## src/rtl/tkbp_pkg.sv

```systemverilog
// ----------------------------------------------------------------------------
// tkbp_pkg
// shared types and codes for the top-k beam pruning store
// ----------------------------------------------------------------------------
package tkbp_pkg;

   localparam int unsigned STATUS_W = 3;

   // result status codes
   localparam logic [STATUS_W-1:0] ST_STORED  = 3'd0;
   localparam logic [STATUS_W-1:0] ST_REJECT  = 3'd1;
   localparam logic [STATUS_W-1:0] ST_SKIPPED = 3'd2;
   localparam logic [STATUS_W-1:0] ST_PRUNED  = 3'd3;
   localparam logic [STATUS_W-1:0] ST_DROPPED = 3'd4;
   localparam logic [STATUS_W-1:0] ST_READ    = 3'd5;

   // operation codes
   localparam logic OP_ADD  = 1'b0;
   localparam logic OP_READ = 1'b1;

   // memory read address select
   localparam logic [1:0] RSEL_I    = 2'd0;
   localparam logic [1:0] RSEL_PREV = 2'd1;
   localparam logic [1:0] RSEL_IDX  = 2'd2;
   localparam logic [1:0] RSEL_KTH  = 2'd3;

   localparam logic [31:0] SCORE_INF = 32'h7FFF_FFFF;

   typedef struct packed {
      logic                load_item;
      logic                load_sum;
      logic                store_add;
      logic                sort_init;
      logic                mem_rd_en;
      logic [1:0]          rd_sel;
      logic                cap_key;
      logic                shift_write;
      logic                place_write;
      logic                prune_commit;
      logic                idx_clr;
      logic                out_load_add;
      logic                out_load_read;
      logic [STATUS_W-1:0] out_code;
   } cmd_type;

   typedef struct packed {
      logic is_read;
      logic is_empty;
      logic reject;
      logic full;
      logic prune_needed;
      logic count_zero;
      logic sort_done;
      logic j_zero;
      logic prev_less;
      logic rd_last;
      logic out_free;
   } sts_type;

endpackage

```

## src/rtl/tkbp_ctrl.sv

```systemverilog
// ----------------------------------------------------------------------------
// tkbp_ctrl
// sequencer for add, prune (insertion sort) and read-out
// ----------------------------------------------------------------------------
module tkbp_ctrl
   import tkbp_pkg::*;
(
   input  logic    clock,
   input  logic    reset,
   input  logic    req_fire,
   output logic    req_ready,
   input  sts_type sts,
   output cmd_type cmd
);

   localparam logic [3:0] S_IDLE     = 4'd0;
   localparam logic [3:0] S_SUM      = 4'd1;
   localparam logic [3:0] S_DECIDE   = 4'd2;
   localparam logic [3:0] S_EMIT     = 4'd3;
   localparam logic [3:0] S_SORT_I   = 4'd4;
   localparam logic [3:0] S_SORT_CAP = 4'd5;
   localparam logic [3:0] S_SORT_PRV = 4'd6;
   localparam logic [3:0] S_SORT_CMP = 4'd7;
   localparam logic [3:0] S_THR_RD   = 4'd8;
   localparam logic [3:0] S_THR_LD   = 4'd9;
   localparam logic [3:0] S_RD_ADDR  = 4'd10;
   localparam logic [3:0] S_RD_LOAD  = 4'd11;

   logic [3:0]          state_ff, state_in;
   logic [STATUS_W-1:0] code_ff, code_in;

   assign req_ready = (state_ff == S_IDLE);

   always_comb begin
      state_in     = state_ff;
      code_in      = code_ff;
      cmd          = '0;
      cmd.out_code = code_ff;
      unique case (state_ff)
         S_IDLE: begin
            if (req_fire) begin
               cmd.load_item = 1'b1;
               state_in      = S_SUM;
            end
         end
         S_SUM: begin
            cmd.load_sum = 1'b1;
            if (sts.is_read) begin
               cmd.idx_clr = 1'b1;
               state_in    = sts.count_zero ? S_IDLE : S_RD_ADDR;
            end else begin
               state_in = S_DECIDE;
            end
         end
         S_DECIDE: begin
            priority if (sts.is_empty) begin
               code_in  = ST_SKIPPED;
               state_in = S_EMIT;
            end else if (sts.reject) begin
               code_in  = ST_REJECT;
               state_in = S_EMIT;
            end else if (sts.full) begin
               code_in  = ST_DROPPED;
               state_in = S_EMIT;
            end else begin
               cmd.store_add = 1'b1;
               code_in       = ST_STORED;
               state_in      = sts.prune_needed ? S_SORT_I : S_EMIT;
               cmd.sort_init = sts.prune_needed;
            end
         end
         S_EMIT: begin
            if (sts.out_free) begin
               cmd.out_load_add = 1'b1;
               state_in         = S_IDLE;
            end
         end
         S_SORT_I: begin
            if (sts.sort_done) begin
               state_in = S_THR_RD;
            end else begin
               cmd.mem_rd_en = 1'b1;
               cmd.rd_sel    = RSEL_I;
               state_in      = S_SORT_CAP;
            end
         end
         S_SORT_CAP: begin
            cmd.cap_key = 1'b1;
            state_in    = S_SORT_PRV;
         end
         S_SORT_PRV: begin
            if (sts.j_zero) begin
               cmd.place_write = 1'b1;
               state_in        = S_SORT_I;
            end else begin
               cmd.mem_rd_en = 1'b1;
               cmd.rd_sel    = RSEL_PREV;
               state_in      = S_SORT_CMP;
            end
         end
         S_SORT_CMP: begin
            if (sts.prev_less) begin
               cmd.shift_write = 1'b1;
               state_in        = S_SORT_PRV;
            end else begin
               cmd.place_write = 1'b1;
               state_in        = S_SORT_I;
            end
         end
         S_THR_RD: begin
            cmd.mem_rd_en = 1'b1;
            cmd.rd_sel    = RSEL_KTH;
            state_in      = S_THR_LD;
         end
         S_THR_LD: begin
            cmd.prune_commit = 1'b1;
            code_in          = ST_PRUNED;
            state_in         = S_EMIT;
         end
         S_RD_ADDR: begin
            cmd.mem_rd_en = 1'b1;
            cmd.rd_sel    = RSEL_IDX;
            state_in      = S_RD_LOAD;
         end
         S_RD_LOAD: begin
            if (sts.out_free) begin
               cmd.out_load_read = 1'b1;
               state_in          = sts.rd_last ? S_IDLE : S_RD_ADDR;
            end
         end
         default: state_in = S_IDLE;
      endcase
   end

   always_ff @(posedge clock) begin
      if (reset) begin
         state_ff <= S_IDLE;
         code_ff  <= ST_STORED;
      end else begin
         state_ff <= state_in;
         code_ff  <= code_in;
      end
   end

endmodule

```

## src/rtl/tkbp_datapath.sv

```systemverilog
// ----------------------------------------------------------------------------
// tkbp_datapath
// score/handle store, totals, threshold, sort registers and result register
// ----------------------------------------------------------------------------
module tkbp_datapath
   import tkbp_pkg::*;
#(
   parameter int unsigned MAX_LIMIT    = 32,
   parameter int unsigned MAX_CHILDREN = 4
) (
   input  logic                clock,
   input  logic                reset,
   input  cmd_type             cmd,
   output sts_type             sts,
   input  logic [5:0]          limit,
   input  logic                in_op,
   input  logic [15:0]         in_handle,
   input  logic                in_empty,
   input  logic [31:0]         in_base,
   input  logic [2:0]          in_nch,
   input  logic [4*32-1:0]     in_child,
   output logic                out_valid,
   input  logic                out_ready,
   output logic [STATUS_W-1:0] out_status,
   output logic [15:0]         out_handle,
   output logic [31:0]         out_score,
   output logic [6:0]          out_count,
   output logic                out_last
);

   localparam int unsigned DEPTH = 2 * MAX_LIMIT;
   localparam int unsigned AW    = (DEPTH > 1) ? $clog2(DEPTH) : 1;
   localparam int unsigned CNT_W = $clog2(DEPTH + 1);
   localparam int unsigned CMP_W = ((CNT_W > 6) ? CNT_W : 6) + 1;
   localparam int unsigned CH_LIM = (MAX_CHILDREN < 4) ? MAX_CHILDREN : 4;

   // item registers
   logic              op_ff, empty_ff;
   logic [15:0]       handle_ff;
   logic [31:0]       base_ff, total_ff, thr_ff;
   logic [2:0]        nch_ff;
   logic [4*32-1:0]   child_ff;
   logic [CNT_W-1:0]  cnt_ff, i_ff, j_ff, idx_ff;
   logic [31:0]       key_score_ff;
   logic [15:0]       key_handle_ff;

   // store
   logic [31:0]       score_mem [DEPTH];
   logic [15:0]       handle_mem [DEPTH];
   logic [31:0]       rd_score_ff;
   logic [15:0]       rd_handle_ff;
   logic [AW-1:0]     rd_addr, wr_addr;
   logic              wr_en;
   logic [31:0]       wr_score;
   logic [15:0]       wr_handle;

   logic [CMP_W-1:0]  k_ext, lim_ext, cnt_ext;
   logic [CNT_W-1:0]  k_cnt;
   logic              k_nz;
   logic [2:0]        nch_eff;
   logic signed [34:0] sum;
   logic [31:0]       total_sat;

   logic              valid_ff;
   logic [STATUS_W-1:0] status_ff;
   logic [15:0]       ohandle_ff;
   logic [31:0]       oscore_ff;
   logic [6:0]        ocount_ff;
   logic              olast_ff;

   assign lim_ext = CMP_W'(limit);
   assign k_ext   = (lim_ext > CMP_W'(MAX_LIMIT)) ? CMP_W'(MAX_LIMIT) : lim_ext;
   assign k_cnt   = CNT_W'(k_ext);
   assign k_nz    = (k_ext != '0);
   assign cnt_ext = CMP_W'(cnt_ff);

   // child count clamp and saturating total
   assign nch_eff = (nch_ff > 3'(CH_LIM)) ? 3'(CH_LIM) : nch_ff;
   always_comb begin
      sum = 35'(signed'(base_ff));
      for (int c = 0; c < 4; c++) begin
         if (3'(c) < nch_eff) sum = sum + 35'(signed'(child_ff[c*32 +: 32]));
      end
      if (sum > 35'sh0_7FFF_FFFF)       total_sat = 32'h7FFF_FFFF;
      else if (sum < -35'sh0_8000_0000) total_sat = 32'h8000_0000;
      else                              total_sat = sum[31:0];
   end

   assign sts.is_read      = (op_ff == OP_READ);
   assign sts.is_empty     = empty_ff;
   assign sts.reject       = k_nz && (cnt_ext > k_ext) &&
                             ($signed(total_ff) < $signed(thr_ff));
   assign sts.full         = (cnt_ext >= CMP_W'(DEPTH));
   assign sts.prune_needed = k_nz && ((cnt_ext + 1'b1) >= (k_ext << 1));
   assign sts.count_zero   = (cnt_ff == '0);
   assign sts.sort_done    = (i_ff >= cnt_ff);
   assign sts.j_zero       = (j_ff == '0);
   assign sts.prev_less    = ($signed(rd_score_ff) < $signed(key_score_ff));
   assign sts.rd_last      = ((idx_ff + 1'b1) == cnt_ff);
   assign sts.out_free     = !valid_ff || out_ready;

   always_comb begin
      unique case (cmd.rd_sel)
         RSEL_I:    rd_addr = i_ff[AW-1:0];
         RSEL_PREV: rd_addr = AW'(j_ff - 1'b1);
         RSEL_IDX:  rd_addr = idx_ff[AW-1:0];
         RSEL_KTH:  rd_addr = AW'(k_cnt - 1'b1);
         default:   rd_addr = '0;
      endcase
   end

   always_comb begin
      wr_en     = cmd.store_add || cmd.shift_write || cmd.place_write;
      wr_addr   = j_ff[AW-1:0];
      wr_score  = key_score_ff;
      wr_handle = key_handle_ff;
      priority if (cmd.store_add) begin
         wr_addr   = cnt_ff[AW-1:0];
         wr_score  = total_ff;
         wr_handle = handle_ff;
      end else if (cmd.shift_write) begin
         wr_score  = rd_score_ff;
         wr_handle = rd_handle_ff;
      end else begin
         wr_score  = key_score_ff;
      end
   end

   always_ff @(posedge clock) begin
      if (wr_en) begin
         score_mem[wr_addr]  <= wr_score;
         handle_mem[wr_addr] <= wr_handle;
      end
      if (cmd.mem_rd_en) begin
         rd_score_ff  <= score_mem[rd_addr];
         rd_handle_ff <= handle_mem[rd_addr];
      end
   end

   // payload registers
   always_ff @(posedge clock) begin
      if (cmd.load_item) begin
         op_ff     <= in_op;
         empty_ff  <= in_empty;
         handle_ff <= in_handle;
         base_ff   <= in_base;
         nch_ff    <= in_nch;
         child_ff  <= in_child;
      end
      if (cmd.load_sum) total_ff <= total_sat;
      if (cmd.sort_init) i_ff <= CNT_W'(1);
      else if (cmd.place_write) i_ff <= i_ff + 1'b1;
      if (cmd.cap_key) begin
         key_score_ff  <= rd_score_ff;
         key_handle_ff <= rd_handle_ff;
         j_ff          <= i_ff;
      end else if (cmd.shift_write) begin
         j_ff <= j_ff - 1'b1;
      end
      if (cmd.idx_clr) idx_ff <= '0;
      else if (cmd.out_load_read) idx_ff <= idx_ff + 1'b1;
      if (cmd.out_load_add) begin
         status_ff  <= cmd.out_code;
         ohandle_ff <= handle_ff;
         oscore_ff  <= (cmd.out_code == ST_SKIPPED) ? 32'd0 : total_ff;
         ocount_ff  <= 7'(cnt_ff);
         olast_ff   <= 1'b1;
      end else if (cmd.out_load_read) begin
         status_ff  <= ST_READ;
         ohandle_ff <= rd_handle_ff;
         oscore_ff  <= rd_score_ff;
         ocount_ff  <= 7'(cnt_ff);
         olast_ff   <= sts.rd_last;
      end
   end

   // control state
   always_ff @(posedge clock) begin
      if (reset) begin
         cnt_ff   <= '0;
         thr_ff   <= SCORE_INF;
         valid_ff <= 1'b0;
      end else begin
         if (cmd.store_add) begin
            cnt_ff <= cnt_ff + 1'b1;
            if ((!k_nz || (cnt_ext < k_ext)) && ($signed(total_ff) < $signed(thr_ff)))
               thr_ff <= total_ff;
         end else if (cmd.prune_commit) begin
            cnt_ff <= k_cnt;
            thr_ff <= rd_score_ff;
         end
         if (cmd.out_load_add || cmd.out_load_read) valid_ff <= 1'b1;
         else if (out_ready) valid_ff <= 1'b0;
      end
   end

   assign out_valid  = valid_ff;
   assign out_status = status_ff;
   assign out_handle = ohandle_ff;
   assign out_score  = oscore_ff;
   assign out_count  = ocount_ff;
   assign out_last   = olast_ff;

   a_cnt_bound: assert property (@(posedge clock) disable iff (reset)
      cnt_ext <= CMP_W'(DEPTH)) else $error("entry count above store depth");
   a_shift_j: assert property (@(posedge clock) disable iff (reset)
      cmd.shift_write |-> (j_ff != '0)) else $error("shift past store head");
   a_out_one: assert property (@(posedge clock) disable iff (reset)
      !(cmd.out_load_add && cmd.out_load_read)) else $error("two result loads");
   a_load_free: assert property (@(posedge clock) disable iff (reset)
      (cmd.out_load_add || cmd.out_load_read) |-> (!valid_ff || out_ready))
      else $error("result overwritten before taken");

endmodule

```

## src/rtl/top_k_beam_pruning_store_unit.sv

```systemverilog
// ----------------------------------------------------------------------------
// top_k_beam_pruning_store_unit
// bounded store of scored candidates with top-k pruning and read-out
// ----------------------------------------------------------------------------
// add: the request is latched, summed and decided, then the result is loaded
//   when the result register is free; the next request waits until then
// prune: insertion sort in the single-port store, then the k-th score is read
//   back as the new threshold; stalls requests
// read-out: entries go one at a time through the registered store read port
// reset clears entry count, threshold (to +inf), limit (to 32); store contents
//   stay undefined and are only read below the entry count
// ----------------------------------------------------------------------------
module top_k_beam_pruning_store_unit
   import tkbp_pkg::*;
#(
   parameter int unsigned MAX_LIMIT    = 32,
   parameter int unsigned MAX_CHILDREN = 4
) (
   input  logic         clock,
   input  logic         reset,
   // configuration: rule_limit
   input  logic         csr_valid,
   output logic         csr_ready,
   input  logic [5:0]   csr_data,
   // requests
   input  logic         req_tvalid,
   output logic         req_tready,
   // rule_handle[15:0], rule_empty[16], base_score[48:17], child_count[51:49],
   // child_score_0[83:52], child_score_1[115:84], child_score_2[147:116],
   // child_score_3[179:148], zero fill
   input  logic [183:0] req_tdata,
   input  logic [0:0]   req_tuser,   // operation[0]
   // results
   output logic         rsp_tvalid,
   input  logic         rsp_tready,
   // entry_handle[15:0], entry_score[47:16], stored_count[54:48], zero fill
   output logic [55:0]  rsp_tdata,
   output logic [2:0]   rsp_tuser,   // status[2:0]
   output logic         rsp_tlast    // last
);

   cmd_type             cmd;
   sts_type             sts;
   logic [5:0]          limit_ff;
   logic [STATUS_W-1:0] out_status;
   logic [15:0]         out_handle;
   logic [31:0]         out_score;
   logic [6:0]          out_count;

   // limit register, written only while idle
   assign csr_ready = req_tready;
   always_ff @(posedge clock) begin
      if (reset) limit_ff <= 6'd32;
      else if (csr_valid && csr_ready) limit_ff <= csr_data;
   end

   tkbp_ctrl u_ctrl (
      .clock     (clock),
      .reset     (reset),
      .req_fire  (req_tvalid && req_tready),
      .req_ready (req_tready),
      .sts       (sts),
      .cmd       (cmd)
   );

   tkbp_datapath #(
      .MAX_LIMIT    (MAX_LIMIT),
      .MAX_CHILDREN (MAX_CHILDREN)
   ) u_dp (
      .clock      (clock),
      .reset      (reset),
      .cmd        (cmd),
      .sts        (sts),
      .limit      (limit_ff),
      .in_op      (req_tuser[0]),
      .in_handle  (req_tdata[15:0]),
      .in_empty   (req_tdata[16]),
      .in_base    (req_tdata[48:17]),
      .in_nch     (req_tdata[51:49]),
      .in_child   (req_tdata[179:52]),
      .out_valid  (rsp_tvalid),
      .out_ready  (rsp_tready),
      .out_status (out_status),
      .out_handle (out_handle),
      .out_score  (out_score),
      .out_count  (out_count),
      .out_last   (rsp_tlast)
   );

   // result packing
   assign rsp_tdata = {1'b0, out_count, out_score, out_handle};
   assign rsp_tuser = out_status;

endmodule

```

## config.mk

```make
export PLATFORM = sky130hd
export DESIGN_NAME = top_k_beam_pruning_store_unit
export DESIGN_NICKNAME = d
export VERILOG_FILES = /design/src/rtl/tkbp_pkg.sv /design/src/rtl/tkbp_ctrl.sv /design/src/rtl/tkbp_datapath.sv /design/src/rtl/top_k_beam_pruning_store_unit.sv
export SDC_FILE = /design/constraint.sdc
export NUM_CORES = 2
export LEC_CHECK = 0
export BUFFER_PORTS_ARGS = -buffer_cell sky130_fd_sc_hd__buf_2
export CAP_MARGIN = 0
export CORE_MARGIN = 8
export CORE_UTILIZATION = 57
export DETAILED_ROUTE_END_ITERATION = 8
export GPL_TIMING_DRIVEN = 0
export HOLD_SLACK_MARGIN = 0.05
export PLACE_DENSITY = 0.76
export SLEW_MARGIN = 15
export SYNTH_ARGS = -nofsm -noshare
export SYNTH_HDL_FRONTEND = slang
export SYNTH_SLANG_ARGS = --single-unit
```

## constraint.sdc

```tcl
create_clock -name clock -period 8.7 [get_ports clock]
set_input_delay 1.74 -clock clock [delete_from_list [all_inputs] [get_ports clock]]
set_output_delay 1.74 -clock clock [all_outputs]
set_load 0.1 [all_outputs]
```

# == Word-level counts from Yosys, hierarchy flattened ==
# Memories as Yosys holds them, arrays and structs flattened. A register that Yosys moved wholly into a read port is not among the register bits.
# Cells that the tools add are included.
# Widths: inputs -> output; s select.
# word_totals
ff_bits,394
output_inout_bits,63
ram_bits,3072
in_bits,196
memories,2
word_cells,168
# classes
order_cmp,15
addsub,10
n_reduce_logical,25
n_eq_ne,20
mux,73
# mem_list
memory,words,width,read_ports,rd_ports_with_merged_regs,wr,line,text
u_dp.score_mem,64,32,1,1,1,tkbp_datapath.sv:48,logic [31:0] score_mem [DEPTH];
u_dp.handle_mem,64,16,1,1,1,tkbp_datapath.sv:49,logic [15:0] handle_mem [DEPTH];
# op_table
op,count
$mux 32,9
$mux 35,4
$add 35x32->35,3
$lt 32x32->1,2
$mux 16,4
$pmux 4 s12,1
$mux 7,6
$mux 4,10
$gt 35x32->1 const B,1
$lt 35x32->1 const B,1
$add 32x32->33,1
$mux 3,9
$pmux 6 s4,1
$add 7x1->7 const B,3
$mux 1,18
$eq 4x3->1 const B,4
$eq 4x4->1 const B,4
$logic_not 7->1,2
$mux 2,6
$mux 6,2
$pmux 3 s4,1
$reduce_bool 2->1,5
$add 7x1->8 const B,1
$eq 4x2->1 const B,2
28 further kinds,43

# == Longest topological paths before layout ==
# logic_depth
word_depth,12
depth_mapped,45
ltp_nobuf,44

# == Modules after synthesis ==
# From an unflattened synthesis, not the netlist that was laid out.
# unflattened
cells_unflattened,7973
area_unflattened_um2,145742.3
# by_module_without_submodules
module,area_per_inst_um2,cells_each,instances,seq_area_each_um2
tkbp_datapath,144861.4,7853,1,104580.3
tkbp_ctrl,595.6,90,1,140.1
top_k_beam_pruning_store_unit,285.3,30,1,120.1

# == Worst setup path after synthesis ==
# No wires, ideal clock.
# synth_timing
path_kind,register to register
from,register u_dp.base_ff[0]
to,register u_dp.total_ff[29] (data pin)
t_required_ns,8.438
stages_incl_launch_ff,45
setup_time_ns,0.262
setup_slack_ns,-0.187
arrival_time_ns,8.626
period_less_slack_ns,8.887
path_buffers,1
path_cell_list,edfxtp_1 ha_1 inv_1 fa_1 nor2b_1 o31a_1 o31a_1 a211o_1 a21o_1 a21oi_1 xnor2_1 nand2_1 nand2_1 ha_1 nand2_1 nor2_1 a2111oi_1 nand2_1 [... 9 more ...] a21boi_0 o21a_1 o21ai_0 a311oi_1 xor2_1 o21ai_0 ha_1 inv_1 or3_1 o32a_1 a21oi_1 a211oi_1 mux2i_1 mux2i_1 xnor2_1 o31a_1 buf_2 o31ai_1
# synth_between
elab_chain_cells,10
word_cells_on_any_way,11
classes_between,add/sub: 4; order compare: 2; mux: 5
# synth_rtl
element,line,text
start: declaration,tkbp_datapath.sv:40,"logic [31:0] base_ff, total_ff, thr_ff;"
start signal: assignment,tkbp_datapath.sv:146,base_ff <= in_base;
$add 32x32->33,tkbp_datapath.sv:82,if (3'(c) < nch_eff) sum = sum + 35'(signed'(child_ff[c*32 +: 32]));
$mux 35 *,tkbp_datapath.sv:82,
$add 35x32->35,tkbp_datapath.sv:82,
$mux 35 *,tkbp_datapath.sv:82,
$add 35x32->35,tkbp_datapath.sv:82,
$mux 35 *,tkbp_datapath.sv:82,
$add 35x32->35,tkbp_datapath.sv:82,
$mux 35 *,tkbp_datapath.sv:82,
$lt 35x32->1,tkbp_datapath.sv:85,else if (sum < -35'sh0_8000_0000) total_sat = 32'h8000_0000;
$mux 32,tkbp_datapath.sv:85,
end signal: assignment,tkbp_datapath.sv:150,if (cmd.load_sum) total_ff <= total_sat;
end: declaration,tkbp_datapath.sv:40,
# Mark *: on every way between the ends. The rest lies on a longest branch, timed or not.
# A chain may end at the register's enable or synchronous reset.

# == Worst setup path in the final report ==
# layout_timing
from,register u_dp.base_ff[2]
to,register u_dp.total_ff[29] (data pin)
# Same word-level chain as after synthesis.

==> results.sh <==
export IMPL_status="complete, but fails checks"
export IMPL_violations="design-rule violations, negative setup slack"
export IMPL_drive_gt1_share_pct=13.2
export IMPL_synth_net_count=12458
export IMPL_critical_path_startpoint="u_dp.base_ff[2]"
export IMPL_hp_start="u_dp.cnt_ff[6]"
export IMPL_overflow=0
export IMPL_multi_input_area_um2=43000
export IMPL_required_ps=9340
export IMPL_setup_tns_final_ps=-23250
export IMPL_grt_pass1_vias=104626
export IMPL_yosys_warnings=0
export IMPL_syn_area_um2=150000
export IMPL_nets=13445
export IMPL_min_period_over_period_pct=109
export IMPL_grt_max_degree=71
export IMPL_finalHoldViolCount=0
export IMPL_drtIter0Drc=17013
export IMPL_fillers=17871
export IMPL_power_total_mw=45.1
export IMPL_rsz0062_at_grt="true"
export IMPL_slowest_stage="a2111oi_4"
export IMPL_io_pins=259
export IMPL_clockBufferDepth=4
export IMPL_cts_tree="built"
export IMPL_setup_violations=32
export IMPL_finalCriticalPeriod_ps=9480
export IMPL_regArea_um2=105000
export IMPL_maxCapViolCount=0
export IMPL_cts_sinks=3514
export IMPL_numCtsBuffers=350
export IMPL_routed_wl_um=500000
export IMPL_cp_start_kind="flip-flop"
export IMPL_slew_viol_final=0
export IMPL_holdWs_ps=446
export IMPL_clock_latency_ps=980
export IMPL_ys_seq_area_share_pct=69.9
export IMPL_synth_flop_cell="edfxtp_1"
export IMPL_avgRoutedWirePerCell_um=29.6
export IMPL_port_buffers=253
export IMPL_arrival_ps=10120
export IMPL_die_height_um=529
export IMPL_die_area_um2=280000
export IMPL_cts_htree_levels=5
export IMPL_leakage_nw=62.7
export IMPL_dr_pass1_iters=9
export IMPL_dp_worst_setup_slack_ps=-3350
export IMPL_async_flop_share_pct=0
export IMPL_gp_congestion=1.04
export IMPL_place_area_um2=163000
export IMPL_vias=110079
export IMPL_fin_cells=16855
export IMPL_fin_ws_ps=-783
export IMPL_start_util_pct=57.2
export IMPL_synth_cell_type_count=85
export IMPL_post_synth_cell_area_avg_um2=12.5
export IMPL_power_density_nw_per_um2=257
export IMPL_hold_path_class="reg2reg"
export IMPL_skew_ps=76.5
export IMPL_antenna_found_initial=49
export IMPL_final_util_pct=66.9
export IMPL_worstSetupPathType="reg2reg"
export IMPL_crit_path_end_kind="flip-flop"
export IMPL_peakVddDrop_mv=0.282
export IMPL_syn_inst=12031
export IMPL_synthToLayoutAreaGrowth_pct=17.0
export IMPL_design_area_um2=175000
export IMPL_worst_pin_slew_ps=1330
export IMPL_crit_fanout=10
export IMPL_critical_path_max_stage_delay_ps=450
export IMPL_clk_pin_slew_ps=60
export IMPL_max_freq_mhz=105
export IMPL_maxSlewHeadroom_pct=11.5
export IMPL_drc=1
export IMPL_synth_edff_count=3446
export IMPL_placeableCoreArea_um2=262000
export IMPL_grt_pass1_wl_um=707000
export IMPL_core_rowCount=188
export IMPL_r2r_start="u_dp.base_ff[2]"
export IMPL_dp_hpwl_um=366000
export IMPL_dp_cells=16129
export IMPL_postRouteAntennaNets=0
export IMPL_track_usage_pct=34.5
export IMPL_die_x_um=529
export IMPL_ctsRootBufferMaster="clkbuf_16"
export IMPL_ys_ff_latch=3514
export IMPL_vias_per_cell=6.53
==> state kept, by name (all words and copies together) (netlist names), 32 cells and up <==
name and count:
u_dp.score_mem 2048, u_dp.handle_mem 1024, u_dp.child_ff 128, u_dp.base_ff 32, u_dp.key_score_ff 32, u_dp.out_score 32, u_dp.rd_score_ff 32, u_dp.thr_ff 32
u_dp.total_ff 32
==> report_power, final <==
group / total, mW / internal [mW] / leakage, nW / switching, mW
Clock: 15.2 / 8.55 / 5.54 / 6.61
Combinational: 10.8 / 3.79 / 25.6 / 7.05
Sequential: 19.0 / 18.8 / 31.6 / 0.259
==> what timing repair did <==
action | CTS | global route
gates cloned | 1 | 0
pin swaps | 67 | 24
gates resized for setup | 192 | 25
buffers inserted | 44 | 11
hold buffers | 0 | 0
endpoints found under the setup margin | 32 | 32
==> synth_stat cells (10+ instances only) <==
library cell	count	area, um2
a211oi_1	178	1340
xor2_1	58	508
nor2b_1	26	163
a2bb2oi_1	33	289
a221o_1	11	110
nor2_1	238	893
buf_2	256	1280
nor4_1	12	75.1
nand4_1	33	206
xnor2_1	81	709
o21bai_1	16	120
buf_1	25	93.8
a21boi_0	11	82.6
or3_1	14	87.6
a21o_1	108	811
o31ai_1	16	120
a2111oi_0	12	105
o21ai_1	10	50.1
nor3_1	65	325
a21oi_1	416	2080
buf_4	16	120
and3_1	410	2560
inv_1	138	518
dfxtp_1	68	1360
buf_6	12	135
nand2_1	3439	12900
ha_1	227	2840
nand3_1	810	4050
clkbuf_1	480	1800
nand2b_1	22	138
mux2_2	23	259
mux2i_1	104	1040
o21a_1	28	210
a311oi_1	582	5100
o211ai_1	21	158
o21ai_0	220	1100
a31oi_1	211	1320
edfxtp_1	3446	103000
and2_1	16	100
==> layout make-up <==
cell class | count | area share (%)
sequential | 3514 | 59.8
multi-input combinational | 7585 | 24.5
clock buffer | 431 | 5.23
timing repair buffer | 640 | 4.36
tap | 3515 | 2.51
buffer | 787 | 2.01
clock inverter | 216 | 1.27
inverter | 140 | 0.300
antenna | 27 | 0.0385
==> worst paths after layout <==
| kind | to | slack [ps] | depth (start not counted) |
|---|---|---|---|
| min reg2reg | u_dp.out_count[6] | 450 | 0 |
| min | u_dp.out_count[6] | 450 | 0 |
| max reg2reg | u_dp.total_ff[29] | -780 | 40 |
| max | u_dp.total_ff[29] | -780 | 40 |
==> worst max-delay path: cells and delay by family, from the launching register on <==
family	cells	cell delay [ps]
and+or+nand+nor	10	2270
AOI/OAI and AO/OA	15	3190
buffers and inverters	4	560
muxes	3	780
xor gates and xnor gates	4	680
adders and majority gates	4	1300
DFF	1	410
==> kinds of logic after synthesis <==
kind of cell / after synthesis / synth area share, %
multiplexers: 128 / 0.875
adder cells (fa/ha/maj): 231 / 1.95
XOR/XNOR: 139 / 0.812
AND/OR/NAND/NOR: 5121 / 14.5
buffers and inverters: 932 / 2.65
flip-flops: 3514 / 69.9
other: 1 / 0.00250
AO/OA/AOI/OAI: 1965 / 9.23
==> routing by layer <==
metal,vias up,global-route usage [%],routed length [um]
met5,-,0,114
met1,53694,45.8,178000
met2,8130,50.4,214000
li1,46841,-,-
met4,18,20.4,36100
met3,1396,10.4,71200
==> cells in the final DEF (no fill, tap or decap), types with 110 or more instances in the layout <==
| master | n |
|---|---|
| clkbuf_1 | 521 |
| and3_1 | 408 |
| o21ai_0 | 130 |
| clkbuf_16 | 355 |
| inv_1 | 134 |
| buf_4 | 163 |
| a31oi_1 | 209 |
| a21oi_1 | 396 |
| ha_1 | 202 |
| nand2_1 | 3433 |
| a311oi_1 | 580 |
| buf_12 | 110 |
| buf_2 | 513 |
| a211oi_1 | 169 |
| edfxtp_1 | 3446 |
| nor2_1 | 191 |
| nand3_1 | 810 |
Note: power is estimated with default switching activity, not from simulation.
